==> config.mk <==
export PLATFORM = sky130hd
export DESIGN_NAME = priority_task_scheduler
export DESIGN_NICKNAME = d
export VERILOG_FILES = /design/src/rtl/pts_pkg.sv /design/src/rtl/priority_task_scheduler.sv /design/src/rtl/pts_cell.sv
export SDC_FILE = /design/constraint.sdc
export NUM_CORES = 1
export LEC_CHECK = 0
export BUFFER_PORTS_ARGS = -buffer_cell sky130_fd_sc_hd__buf_2
export CORE_ASPECT_RATIO = 0.7
export CORE_UTILIZATION = 65
export DETAILED_ROUTE_END_ITERATION = 8
export PLACE_DENSITY_LB_ADDON = 0.08
export SYNTH_ARGS = -nofsm -noshare
export SYNTH_HDL_FRONTEND = slang
export SYNTH_HIERARCHICAL = 1
export SYNTH_SLANG_ARGS = --single-unit
export TNS_END_PERCENT = 20
==> constraint.sdc <==
create_clock -name i_clk -period 13.4 [get_ports i_clk]
set_input_delay 2.68 -clock i_clk [delete_from_list [all_inputs] [get_ports i_clk]]
set_output_delay 2.68 -clock i_clk [all_outputs]
set_load 0.01 [all_outputs]
==> src/rtl/pts_pkg.sv <==
// shared types and constants of the priority task scheduler
package pts_pkg;

    localparam int CAPACITY = 16;
    localparam int CNT_W    = $clog2(CAPACITY + 1);
    localparam int ID_W     = 16;
    localparam int PRIO_W   = 4;

    localparam logic [PRIO_W-1:0] MAX_PRIO = PRIO_W'(10);

    typedef enum logic {
        CMD_ENQ = 1'b0,
        CMD_DEQ = 1'b1
    } t_cmd;

    typedef enum logic [1:0] {
        ST_OK    = 2'd0,
        ST_EMPTY = 2'd1,
        ST_RANGE = 2'd2,
        ST_FULL  = 2'd3
    } t_status;

    typedef struct packed {
        logic [PRIO_W-1:0] prio;
        logic [ID_W-1:0]   id;
    } t_entry;

    // per-cycle command broadcast to every cell
    typedef struct packed {
        logic   ins;
        logic   del;
        t_entry item;
    } t_cell_ctl;

endpackage

==> src/rtl/priority_task_scheduler.sv <==
// top level of the priority task scheduler
//
// Input channel (s side): tuser carries the command, 0 enqueue and 1 dequeue;
// tdata carries the task id and its priority. Output channel (m side): one
// transfer per input transfer, tdata is the removed task id (zero unless a
// dequeue succeeds) and tuser is the status: ok, empty, priority out of range
// or store full.
// Tasks sit in a chain of cells kept sorted by priority, highest first, and
// by arrival among equal priorities. An enqueue compares the new task with
// every cell at once and each cell holds, takes the new task or takes its
// upstream neighbor; a dequeue pops the head cell while all others move up.
// The result is shown in the cycle after the input transfer, and one item is
// taken every cycle unless the receiver stalls; the combinational compare in
// each cell and the one-entry output register set that behaviour.
// Reset empties the store and drops any pending result; tready is low while
// reset is asserted. If the receiver stalls, the result holds in the output
// register and a new input is taken only in a cycle in which it drains.
module priority_task_scheduler import pts_pkg::*; (
    input  logic        i_clk,
    input  logic        i_rst_n,
    input  logic        i_s_tvalid,
    output logic        o_s_tready,
    input  logic [23:0] i_s_tdata,   // [15:0] task_id, [19:16] task_priority, rest zero
    input  logic [0:0]  i_s_tuser,   // [0] cmd
    output logic        o_m_tvalid,
    input  logic        i_m_tready,
    output logic [15:0] o_m_tdata,   // [15:0] out_task_id
    output logic [1:0]  o_m_tuser    // [1:0] status
);

    logic [CNT_W-1:0] r_count;
    logic [CNT_W-1:0] n_count;
    logic             r_out_valid;
    logic [ID_W-1:0]  r_out_id;
    t_status          r_out_status;
    logic [ID_W-1:0]  n_out_id;
    t_status          n_out_status;

    logic             w_accept;
    t_cmd             w_cmd;
    t_cell_ctl        w_ctl;
    t_entry           w_entry [CAPACITY];
    logic             w_keep  [CAPACITY];
    logic             w_in_use [CAPACITY];

    // input transfer
    assign o_s_tready = i_rst_n && (!r_out_valid || i_m_tready);
    assign w_accept   = i_s_tvalid && o_s_tready;
    assign w_cmd      = t_cmd'(i_s_tuser[0]);

    // decode the command, pick status and cell operation
    always_comb begin
        w_ctl.ins       = 1'b0;
        w_ctl.del       = 1'b0;
        w_ctl.item.id   = i_s_tdata[ID_W-1:0];
        w_ctl.item.prio = i_s_tdata[ID_W+PRIO_W-1:ID_W];
        n_out_id        = '0;
        n_out_status    = ST_OK;
        n_count         = r_count;
        case (w_cmd)
            CMD_ENQ: begin
                if (w_ctl.item.prio > MAX_PRIO) begin
                    n_out_status = ST_RANGE;
                end else if (r_count == CNT_W'(CAPACITY)) begin
                    n_out_status = ST_FULL;
                end else begin
                    w_ctl.ins = w_accept;
                    n_count   = r_count + CNT_W'(1);
                end
            end
            CMD_DEQ: begin
                if (r_count == '0) begin
                    n_out_status = ST_EMPTY;
                end else begin
                    w_ctl.del = w_accept;
                    n_out_id  = w_entry[0].id;
                    n_count   = r_count - CNT_W'(1);
                end
            end
            default: begin
                n_out_status = ST_OK;
            end
        endcase
    end

    // chain of cells, head at index zero
    for (genvar i = 0; i < CAPACITY; i++) begin : g_cell
        t_entry w_prev;
        logic   w_prev_keep;
        t_entry w_next;

        assign w_in_use[i] = (CNT_W'(i) < r_count);

        if (i == 0) begin : g_head
            assign w_prev      = w_ctl.item;
            assign w_prev_keep = 1'b1;
        end else begin : g_body
            assign w_prev      = w_entry[i-1];
            assign w_prev_keep = w_keep[i-1];
        end

        if (i == CAPACITY - 1) begin : g_tail
            assign w_next = '0;
        end else begin : g_inner
            assign w_next = w_entry[i+1];
        end

        pts_cell u_cell (
            .i_clk       (i_clk),
            .i_ctl       (w_ctl),
            .i_in_use    (w_in_use[i]),
            .i_prev      (w_prev),
            .i_prev_keep (w_prev_keep),
            .i_next      (w_next),
            .o_entry     (w_entry[i]),
            .o_keep      (w_keep[i])
        );
    end

    // fill count and output valid
    always_ff @(posedge i_clk) begin
        if (!i_rst_n) begin
            r_count     <= '0;
            r_out_valid <= 1'b0;
        end else begin
            if (w_accept) begin
                r_count     <= n_count;
                r_out_valid <= 1'b1;
            end else if (i_m_tready) begin
                r_out_valid <= 1'b0;
            end
        end
    end

    // result payload
    always_ff @(posedge i_clk) begin
        if (w_accept) begin
            r_out_id     <= n_out_id;
            r_out_status <= n_out_status;
        end
    end

    assign o_m_tvalid = r_out_valid;
    assign o_m_tdata  = r_out_id;
    assign o_m_tuser  = r_out_status;

endmodule

==> src/rtl/pts_cell.sv <==
// one slot of the sorted task chain
module pts_cell import pts_pkg::*; (
    input  logic      i_clk,
    input  t_cell_ctl i_ctl,
    input  logic      i_in_use,     // slot index below the fill count
    input  t_entry    i_prev,       // entry of the neighbor nearer the head
    input  logic      i_prev_keep,  // neighbor nearer the head keeps its entry
    input  t_entry    i_next,       // entry of the neighbor nearer the tail
    output t_entry    o_entry,
    output logic      o_keep
);

    t_entry r_entry;
    t_entry n_entry;

    // an occupied slot ranks at or above the new task: it stays put
    assign o_keep  = i_in_use && (r_entry.prio >= i_ctl.item.prio);
    assign o_entry = r_entry;

    // insert: hold, take the new task, or take the neighbor pushed down
    // remove: every slot takes the entry behind it
    always_comb begin
        n_entry = r_entry;
        if (i_ctl.ins) begin
            if (o_keep) begin
                n_entry = r_entry;
            end else if (i_prev_keep) begin
                n_entry = i_ctl.item;
            end else begin
                n_entry = i_prev;
            end
        end else if (i_ctl.del) begin
            n_entry = i_next;
        end
    end

    always_ff @(posedge i_clk) begin
        r_entry <= n_entry;
    end

endmodule

==> reports/results.tsv, run 1 <==
stage	metric	value	unit
floorplanning	dieWidth	208	µm
sta	fmax	166	MHz
routing	highest_layer	met5	
global_route	grtUsageTotal	25.7	%
place	port_buffers	44	
cts	cts_buffers	35	
power	p_comb_share	12.2	%
finish	seqCellArea	10300	µm²
place	dpl.hpwl	26500	µm
power	peakVddDrop	91.2	µV
power	clkPwrFrac	38.3	%
global_route	antenna_found_initial	1	
finish	drive_above_1_share	8.25	%
sta	slew_violations	0	
routing	via_count	13013	
sta	tightestPinTransition	1.28	ns
logic_synthesis	ys_warn_count	6	
finish	fillers	2150	
cts	cts_resized	0	
cts	cts.sinks	344	
finish	final_common_cell	a21oi_1	
routing	wl_met3	1570	µm
setup_path	cp-start-kind	input pin	
routing	drtPass1Iterations	5	
routing	via_per_inst	5.99	
global_route	grt_pass1_wl	63900	µm
outcome	status	completed	
cts	clk_latency	0.54	ns
global_route	grt_overflow	0	
power	p_leak	7.43	nW
setup_path	path_class	in -> out	
floorplanning	die_y	146	µm
power	p_sw_share	24.6	%
power	p_per_area	124	nW/µm²
cts	cts_hold_buf	0	
floorplanning	rows	52	
logic_synthesis	avgSynthCellArea	11.0	µm²
logic_synthesis	syn-cell-area	19300	µm²
sta	max-slew-margin-rel	14.7	%
min_path	hp-class	reg -> reg	
routing	drt_iter0_markers	854	
sta	finalClockSkew	0.0264	ns
sta	fin_crit_sh	44.9	%
finish	area_growth	7.91	%
cts	clockRootBuffer	clkbuf_16	
finish	antennaDiodeCount	0	
sta	holdWs	0.559	ns
logic_synthesis	syn-instance-count	1750	
cts	clk_pin_slew_worst_paths	0.06	ns
setup_path	end_kind	output pin	
power	p_int	1.95	mW
finish	nets	1864	
setup_path	cp_data_arrival_time	3.33	ns
floorplanning	core	29100	µm²
routing	route.met2.wl	17000	µm
routing	drc	0	
cts	htree_num_levels	2	
routing	postRouteAntennaNets	0	
floorplanning	ios	49	
global_route	grt_pass1_vias	12656	
global_route	grt_max_degree	304	
cts	cts_tree	built	
routing	wire_per_inst	17.8	µm
routing	wl	38600	µm
finish	layout_common_cells	a21oi_1, nor2_1, edfxtp_1, mux2i_1, inv_1	
setup_path	cp.required	10.72	ns
sta	finalSetupTns	0	ns
cts	clk_path_buf_depth	3	
sta	rsz0062_at_grt	false	
power	p_switching	637	µW
run	drv_cap	0	
place	place.gp.congestion	0.791	
sta	min_period	6.01	ns
power	power_frac_seq	49.5	%
sta	setup_viol	0	
setup_path	worstPathMaxFanout	3	
cts	cts_setup_buffers	0	
floorplanning	dieArea	30400	µm²
finish	multiInputGateArea	8180	µm²
floorplanning	initial_core_util	66.5	%
sta	hold_viol	0	
routing	wirelength_met1	19500	µm
## area by class of cell
type / count / share of cell area [%]
Inverter: 74 / 1.33
Clock inverter: 19 / 1.12
Tap cell: 378 / 2.27
Timing Repair Buffer: 81 / 2.45
Multi-Input combinational cell: 1232 / 39.2
Sequential cell: 344 / 49.2
Clock buffer: 43 / 4.39
## metal layers
layer  vias to the layer above  track usage (%)
met5                         -                0
met4                         2             5.41
met3                        37             3.72
met2                       215             39.0
met1                      6329             39.4
li1                       6430                -
## worst paths after layout
path | end | slack [ns] | depth (start not counted) | startpoint
min | o_m_tdata[5]$_SDFFCE_PP0N_ | 0.56 | 1 | g_cell[0].u_cell/o_entry[5]$_DFFE_PP_
min reg2reg | o_m_tdata[5]$_SDFFCE_PP0N_ | 0.56 | 1 | g_cell[0].u_cell/o_entry[5]$_DFFE_PP_
max | o_s_tready | 7.39 | 4 | i_m_tready
max reg2reg | g_cell[9].u_cell/o_entry[7]$_DFFE_PP_ | 9.23 | 9 | r_count[0]$_SDFFE_PN0P_
## metrics by stage
stage                     setup slack (ns)  instance area, µm²  util, %  total power, mW  std cells
after global routing                  7.13               20900     71.7             2.70       2171
final                                 7.39               20900     71.7             2.59       2171
after CTS                             7.39               20900     71.7             2.61       2171
after global placement                6.96               19700     67.8             1.61       2109
after floorplan                       6.46               19400        -             1.53       1770
after detailed placement              6.88               19700     67.8             1.62       2109
## worst max-delay path: stages
cell	delay (ns)
buf_2	0.09
nand2b_1	0.21
and2_1	0.21
buf_2	0.14
## registers in the layout, indices dropped and copies added, names as in the netlist
| name | flops |
|---|---|
| g_cell.u_cell/o_entry | 320 |
| o_m_tdata | 16 |
| r_count | 5 |
| o_m_tuser | 2 |
| o_m_tvalid | 1 |
## power by group through the flow
stage	Clock (mW)	Sequential [mW]	Combinational (mW)
detailed placement	0	1.31	0.315
global route	1.06	1.29	0.354
floorplan	0	1.30	0.238
finish	0.993	1.28	0.316
CTS	1.02	1.28	0.317
global placement	0	1.30	0.304
(Power assumes the default switching activity.)
==> inputs of run 2 (changes only) <==
--- a/config.mk
+++ b/config.mk
@@ -7,7 +7,7 @@
 export LEC_CHECK = 0
 export BUFFER_PORTS_ARGS = -buffer_cell sky130_fd_sc_hd__buf_2
 export CORE_ASPECT_RATIO = 0.7
-export CORE_UTILIZATION = 65
+export CORE_UTILIZATION = 57
 export DETAILED_ROUTE_END_ITERATION = 8
 export PLACE_DENSITY_LB_ADDON = 0.08
 export SYNTH_ARGS = -nofsm -noshare
==> constraint.sdc (replaced) <==
create_clock -name i_clk -period 4.85 [get_ports i_clk]
set_input_delay 0.97 -clock i_clk [delete_from_list [all_inputs] [get_ports i_clk]]
set_output_delay 0.97 -clock i_clk [all_outputs]
set_load 0.01 [all_outputs]
==> run 2 against run 1 <==
- the run now ends with design-rule violations left
- core utilization shrank 8.8 points
- routed wire length grew 1.6%
- via count grew 0.29%
- largest cell class unchanged
- largest power group unchanged
==> reports/results.tsv, run 2 (synthesis results as in run 1) <==
stage	metric	value	unit	change
outcome	status	complete, but fails checks		
outcome	violations	design-rule violations		
finish	fillers	2681		+25%
finish	nets	1877		+0.70%
sta	setup_viol	0		unchanged
routing	wire_per_inst	17.5	µm	-1.7%
finish	antennaDiodeCount	0		unchanged
cts	cts_resized	0		unchanged
setup_path	critPathSlowestCell	a2111oi_2		
sta	finalSetupTns	0	ns	unchanged
floorplanning	dieWidth	222	µm	+6.7%
setup_path	cpLargestDelayFamily	buffers and inverters		
sta	hold_viol	0		unchanged
cts	htree_num_levels	2		unchanged
setup_path	path_cells	inv_1 -> ha_1 -> nor3b_1 -> a2111oi_2 -> buf_12 -> buf_12 -> buf_12 -> nor2_1 -> a21oi_1		
global_route	grt_pass1_vias	12831		+1.4%
finish	stdcell_area	21000	µm²	+0.86%
finish	area_growth	8.84	%	
setup_path	path_buf_inv	4		+2
finish	layout_common_cells	a21oi_1, nor2_1, edfxtp_1, mux2i_1, inv_1		
routing	via_count	13051		+0.29%
routing	drc	2		+2
global_route	antenna_found_initial	0		-1
finish	largest_reg_flops	320		unchanged
sta	slew_violations	0		unchanged
sta	fmax	286	MHz	
finish	drive_above_1_share	8.90	%	+0.65 points
setup_path	path_class	reg -> reg		
min_path	hp-class	reg -> reg		
cts	clk_latency	0.53	ns	about the same
cts	cts.sinks	344		unchanged
setup_path	end_kind	flop		
global_route	grt_overflow	0		unchanged
sta	min_period	3.49	ns	
floorplanning	die_y	156	µm	+6.7%
finish	final_core_util	62.9	%	-8.8 points
global_route	grt_max_degree	193		-37%
floorplanning	rows	56		+7.7%
sta	fin_crit_sh	72.0	%	
floorplanning	initial_core_util	57.8	%	-8.6 points
setup_path	crit_path_frequent_cell	buf_12		
power	peakVddDrop	285	µV	+210%
setup_path	cp_data_arrival_time	3.86	ns	+0.53 ns
run	drv_cap	0		unchanged
cts	clockRootBuffer	clkbuf_16		
sta	tightestPinTransition	0.717	ns	-0.563 ns
sta	finalClockSkew	0.0230	ns	-0.00334 ns
routing	drt_iter0_markers	712		-17%
cts	clk_pin_slew_worst_paths	0.06	ns	about the same
power	p_per_area	337	nW/µm²	+170%
cts	cts_tree	built		
place	port_buffers	44		unchanged
place	place_area	19900	µm²	+1.1%
floorplanning	core	33400	µm²	+15%
sta	rsz0062_at_grt	false		
setup_path	crit_path_max_incr_delay	0.69	ns	+0.48 ns
routing	drtPass1Iterations	7		+2
setup_path	worstPathMaxFanout	137		+134
place	place.gp.congestion	0.758		-4.1%
routing	wl	39200	µm	+1.6%
global_route	grt_pass1_wl	64400	µm	+0.81%
routing	postRouteAntennaNets	0		unchanged
floorplanning	ios	49		unchanged
routing	via_per_inst	5.82		-2.9%
cts	cts_hold_buf	0		unchanged
cts	cts_buffers	36		+2.9%
sta	max-slew-margin-rel	52.2	%	+38 points
setup_path	cp.required	5.22	ns	-5.50 ns
cts	cts_setup_buffers	0		unchanged
floorplanning	dieArea	34700	µm²	+14%
sta	holdWs	0.548	ns	-0.0109 ns
finish	final_common_cell	a21oi_1		
cts	clk_path_buf_depth	3		unchanged
place	dpl.hpwl	27900	µm	+5.5%
global_route	grtUsageTotal	22.6	%	-3.0 points
power	p_leak	7.50	nW	+0.89%
setup_path	cp-start-kind	flop		
==> run 2: path summary, 6_finish.rpt <==
check                                             start                                     to  slack (ns)  depth (start not counted)
hold reg to reg   g_cell[0].u_cell/o_entry[2]$_DFFE_PP_             o_m_tdata[2]$_SDFFCE_PP0N_        0.55                          1
hold / removal    g_cell[0].u_cell/o_entry[2]$_DFFE_PP_             o_m_tdata[2]$_SDFFCE_PP0N_        0.55                          1
setup / recovery                r_count[0]$_SDFFE_PN0P_  g_cell[0].u_cell/o_entry[3]$_DFFE_PP_        1.36                          9
setup reg to reg                r_count[0]$_SDFFE_PN0P_  g_cell[0].u_cell/o_entry[3]$_DFFE_PP_        1.36                          9
==> run 2: area by class of cell <==
class                           instances  area [µm²]  area share (%)
Sequential cell                       344       10300            48.8
Multi-Input combinational cell       1232        8170            38.8
Clock buffer                           45         966            4.59
Timing Repair Buffer                   93         661            3.14
Tap cell                              435         544            2.59
Inverter                               74         278            1.32
Clock inverter                         20         150           0.714
==> run 2: where the power goes <==
group,switching (mW),internal [mW],leakage (nW),total [mW]
sequential,0.0823,3.46,3.15,3.54
clock,1.14,1.52,0.551,2.66
combinational,0.554,0.333,3.80,0.887
==> run 2: layer usage <==
| metal | track usage, % | vias up | part of all wire [%] |
|---|---|---|---|
| met5 | 0 | - | 0 |
| met1 | 32.6 | 6435 | 50 |
| li1 | - | 6426 | - |
| met4 | 4.17 | 0 | 1.1 |
| met2 | 36.9 | 150 | 46 |
| met3 | 3.16 | 40 | 3.2 |
==> run 2: per-stage QoR <==
step	total power, mW	setup WS [ns]	instances
after global routing	7.39	1.14	2243
final	7.09	1.36	2243
after CTS	7.17	1.40	2242
after global placement	4.46	1.01	2177
after detailed placement	4.49	0.916	2177
after floorplan	4.24	0.149	1770
==> run 2: worst register-to-register path: stages, from the launching register on <==
cell,delay (ns)
dfxtp_1,0.55
inv_1,0.13
ha_1,0.25
nor3b_1,0.18
a2111oi_2,0.69
buf_12,0.29
buf_12,0.33
buf_12,0.54
nor2_1,0.18
a21oi_1,0.18
==> inputs of run 3 (changes only) <==
==> constraint.sdc (replaced) <==
create_clock -name i_clk -period 3.01 [get_ports i_clk]
set_input_delay 0.602 -clock i_clk [delete_from_list [all_inputs] [get_ports i_clk]]
set_output_delay 0.602 -clock i_clk [all_outputs]
set_load 0.01 [all_outputs]
==> run 3 against run 2 <==
- the flow now finishes without violations
- sequential share of layout area is 1.8 points lower
- sequential power increased by 61%
- fmax up 36%
- clock skew is 0.011 ns lower
- cell area grew 3.9%
- count of clock-buffer cells in the layout rose by 2
- critical path type unchanged
- largest cell class unchanged
==> reports/results.tsv, run 3 (synthesis results as in run 1) <==
stage	metric	value	unit	change
routing	wire_per_inst	17.9	µm	+2.1%
finish	stdcell_count	2281		+1.7%
global_route	grt_max_degree	54		-72%
global_route	antenna_found_initial	0		unchanged
place	dpl.hpwl	29400	µm	+5.5%
sta	hold_viol	0		unchanged
cts	clk_pin_slew_worst_paths	0.06	ns	about the same
floorplanning	die_y	156	µm	unchanged
outcome	status	completed		
power	p_leak	7.80	nW	+4.0%
power	p_switching	2.90	mW	+63%
power	p_total	11.5	mW	+62%
finish	seqCellArea	10300	µm²	unchanged
floorplanning	initial_core_util	57.8	%	unchanged
sta	max-slew-margin-rel	60.7	%	+8.5 points
finish	antennaDiodeCount	0		unchanged
place	port_buffers	44		unchanged
cts	cts_resized	0		unchanged
min_path	hp-class	in -> reg		
routing	via_per_inst	5.87		+0.82%
sta	finalClockSkew	0.0124	ns	-0.0106 ns
cts	cts_hold_buf	0		unchanged
setup_path	cp_data_arrival_time	2.79	ns	-1.07 ns
routing	drtPass1Iterations	7		unchanged
finish	fillers	2625		-2.1%
sta	finalSetupTns	0	ns	unchanged
cts	clk_path_buf_depth	3		unchanged
routing	postRouteAntennaNets	0		unchanged
sta	fin_crit_sh	85.3	%	+13 points
cts	cts_tree	built		
setup_path	cp.required	3.23	ns	-1.99 ns
finish	area_growth	13.0	%	
routing	drt_iter0_markers	845		+19%
place	place_ws	0.0267	ns	-0.889 ns
cts	cts.sinks	344		unchanged
setup_path	end_kind	flop		
setup_path	r2r_cells	8		-1
global_route	grt_pass1_vias	13197		+2.9%
finish	multiInputGateArea	8250	µm²	+1.0%
power	p_int	8.56	mW	+61%
sta	slew_violations	0		unchanged
cts	clk_latency	0.52	ns	about the same
floorplanning	rows	56		unchanged
setup_path	rrSetupSlack	0.44	ns	-0.92 ns
power	clkPwrFrac	36.3	%	-1.2 points
finish	final_common_cell	a21oi_1		
power	power_frac_seq	49.8	%	-0.2 points
routing	wl	40700	µm	+3.9%
sta	layout_setup_ws	0.441	ns	-0.916 ns
floorplanning	dieArea	34700	µm²	unchanged
place	place.gp.congestion	0.794		+4.7%
setup_path	crit_start	r_count[4]$_SDFFE_PN0P_		
finish	nets	1920		+2.3%
run	drv_cap	0		unchanged
cts	clockRootBuffer	clkbuf_16		
global_route	grt_overflow	0		unchanged
floorplanning	dieWidth	222	µm	unchanged
global_route	grt_pass1_wl	66700	µm	+3.6%
sta	tightestPinTransition	0.588	ns	-0.129 ns
power	p_comb_share	13.9	%	+1.4 points
sta	min_period	2.57	ns	-0.924 ns
sta	rsz0062_at_grt	false		
cts	cts_setup_buffers	0		unchanged
power	p_sw_share	25.3	%	+0.26 points
sta	fmax	389	MHz	+36%
routing	drc	0		-2
power	p_per_area	525	nW/µm²	+56%
floorplanning	core	33400	µm²	unchanged
finish	largest_reg_flops	320		unchanged
global_route	grtUsageTotal	23.6	%	+0.99 points
setup_path	worstPathMaxFanout	20		-85%
finish	layout_common_cells	a21oi_1, nor2_1, edfxtp_1, mux2i_1, inv_1		
cts	htree_num_levels	2		unchanged
setup_path	timing.rr.end	g_cell[14].u_cell/o_entry[2]$_DFFE_PP_		
setup_path	path_class	reg -> reg		
finish	drive_above_1_share	10.7	%	+1.8 points
routing	via_count	13381		+2.5%
floorplanning	ios	49		unchanged
cts	cts_buffers	36		unchanged
setup_path	cp-start-kind	flop		
place	dpl.cell_count	2221		+2.0%
sta	setup_viol	0		unchanged
setup_path	r2r_start	r_count[4]$_SDFFE_PN0P_		
power	peakVddDrop	311	µV	+9.0%
setup_path	crit_end	g_cell[14].u_cell/o_entry[2]$_DFFE_PP_		
==> run 3: cell count changes in the layout (fill, tap and decap cells not counted), sizes merged <==
| cell | before | now |
|---|---|---|
| buf | 93 | 136 |
| clkinv | 15 | 11 |
| inv | 77 | 74 |
| clkbuf | 45 | 47 |
| bufinv | 2 | 1 |
| clkinvlp | 0 | 1 |
==> run 3: layout make-up <==
class,count,area share [%]
flip-flops and latches,344,47.0
multi-input cells,1232,37.8
repair buffers,136,6.69
clock buffers,47,4.41
well taps,435,2.49
inverters,74,1.27
clock inverters,13,0.378
==> run 3: worst max-delay path, stage by stage, from the launching register on <==
cell     delay [ns]
dfxtp_1        0.66
nor2_2         0.12
inv_1          0.19
o31a_1         0.17
and2_1         0.39
buf_4          0.23
nor2_1         0.05
a31oi_2        0.20
buf_12         0.21
==> run 3: metal layers <==
metal | wire length [µm] | GRT usage, % | share of wire, %
met1 | 20200 | 34.8 | 50
met2 | 18500 | 37.6 | 46
met3 | 1540 | 3.05 | 3.8
met4 | 465 | 4.60 | 1.1
met5 | 0 | 0 | 0
==> run 3: worst min path at each step <==
stage,from,endpoint,slack (ns),cells after the start
finish,i_s_tvalid,o_m_tvalid$_SDFFE_PN0P_,0.36,3
global route,i_s_tvalid,o_m_tvalid$_SDFFE_PN0P_,0.35,3
CTS,i_s_tvalid,o_m_tvalid$_SDFFE_PN0P_,0.33,3
detailed placement,g_cell[0].u_cell/o_entry[8]$_DFFE_PP_,o_m_tdata[8]$_SDFFCE_PP0N_,0.55,1
global placement,g_cell[0].u_cell/o_entry[2]$_DFFE_PP_,o_m_tdata[2]$_SDFFCE_PP0N_,0.54,1
floorplan,g_cell[0].u_cell/o_entry[0]$_DFFE_PP_,o_m_tdata[0]$_SDFFCE_PP0N_,0.52,1
==> run 3: through the flow <==
step	instance area [µm²]	util (%)	hold slack [ns]
after floorplan	19600	-	0.524
after global placement	20800	62.2	0.539
after detailed placement	20800	62.2	0.546
after CTS	21900	65.4	0.333
after global routing	21900	65.4	0.347
final	21900	65.4	0.355
==> run 3: power groups by stage <==
stage	sequential (mW)	combinational [mW]	clock [mW]
floorplan	5.76	1.10	0
global placement	5.80	1.55	0
detailed placement	5.80	1.60	0
CTS	5.71	1.61	4.25
global route	5.73	1.78	4.43
finish	5.71	1.60	4.16
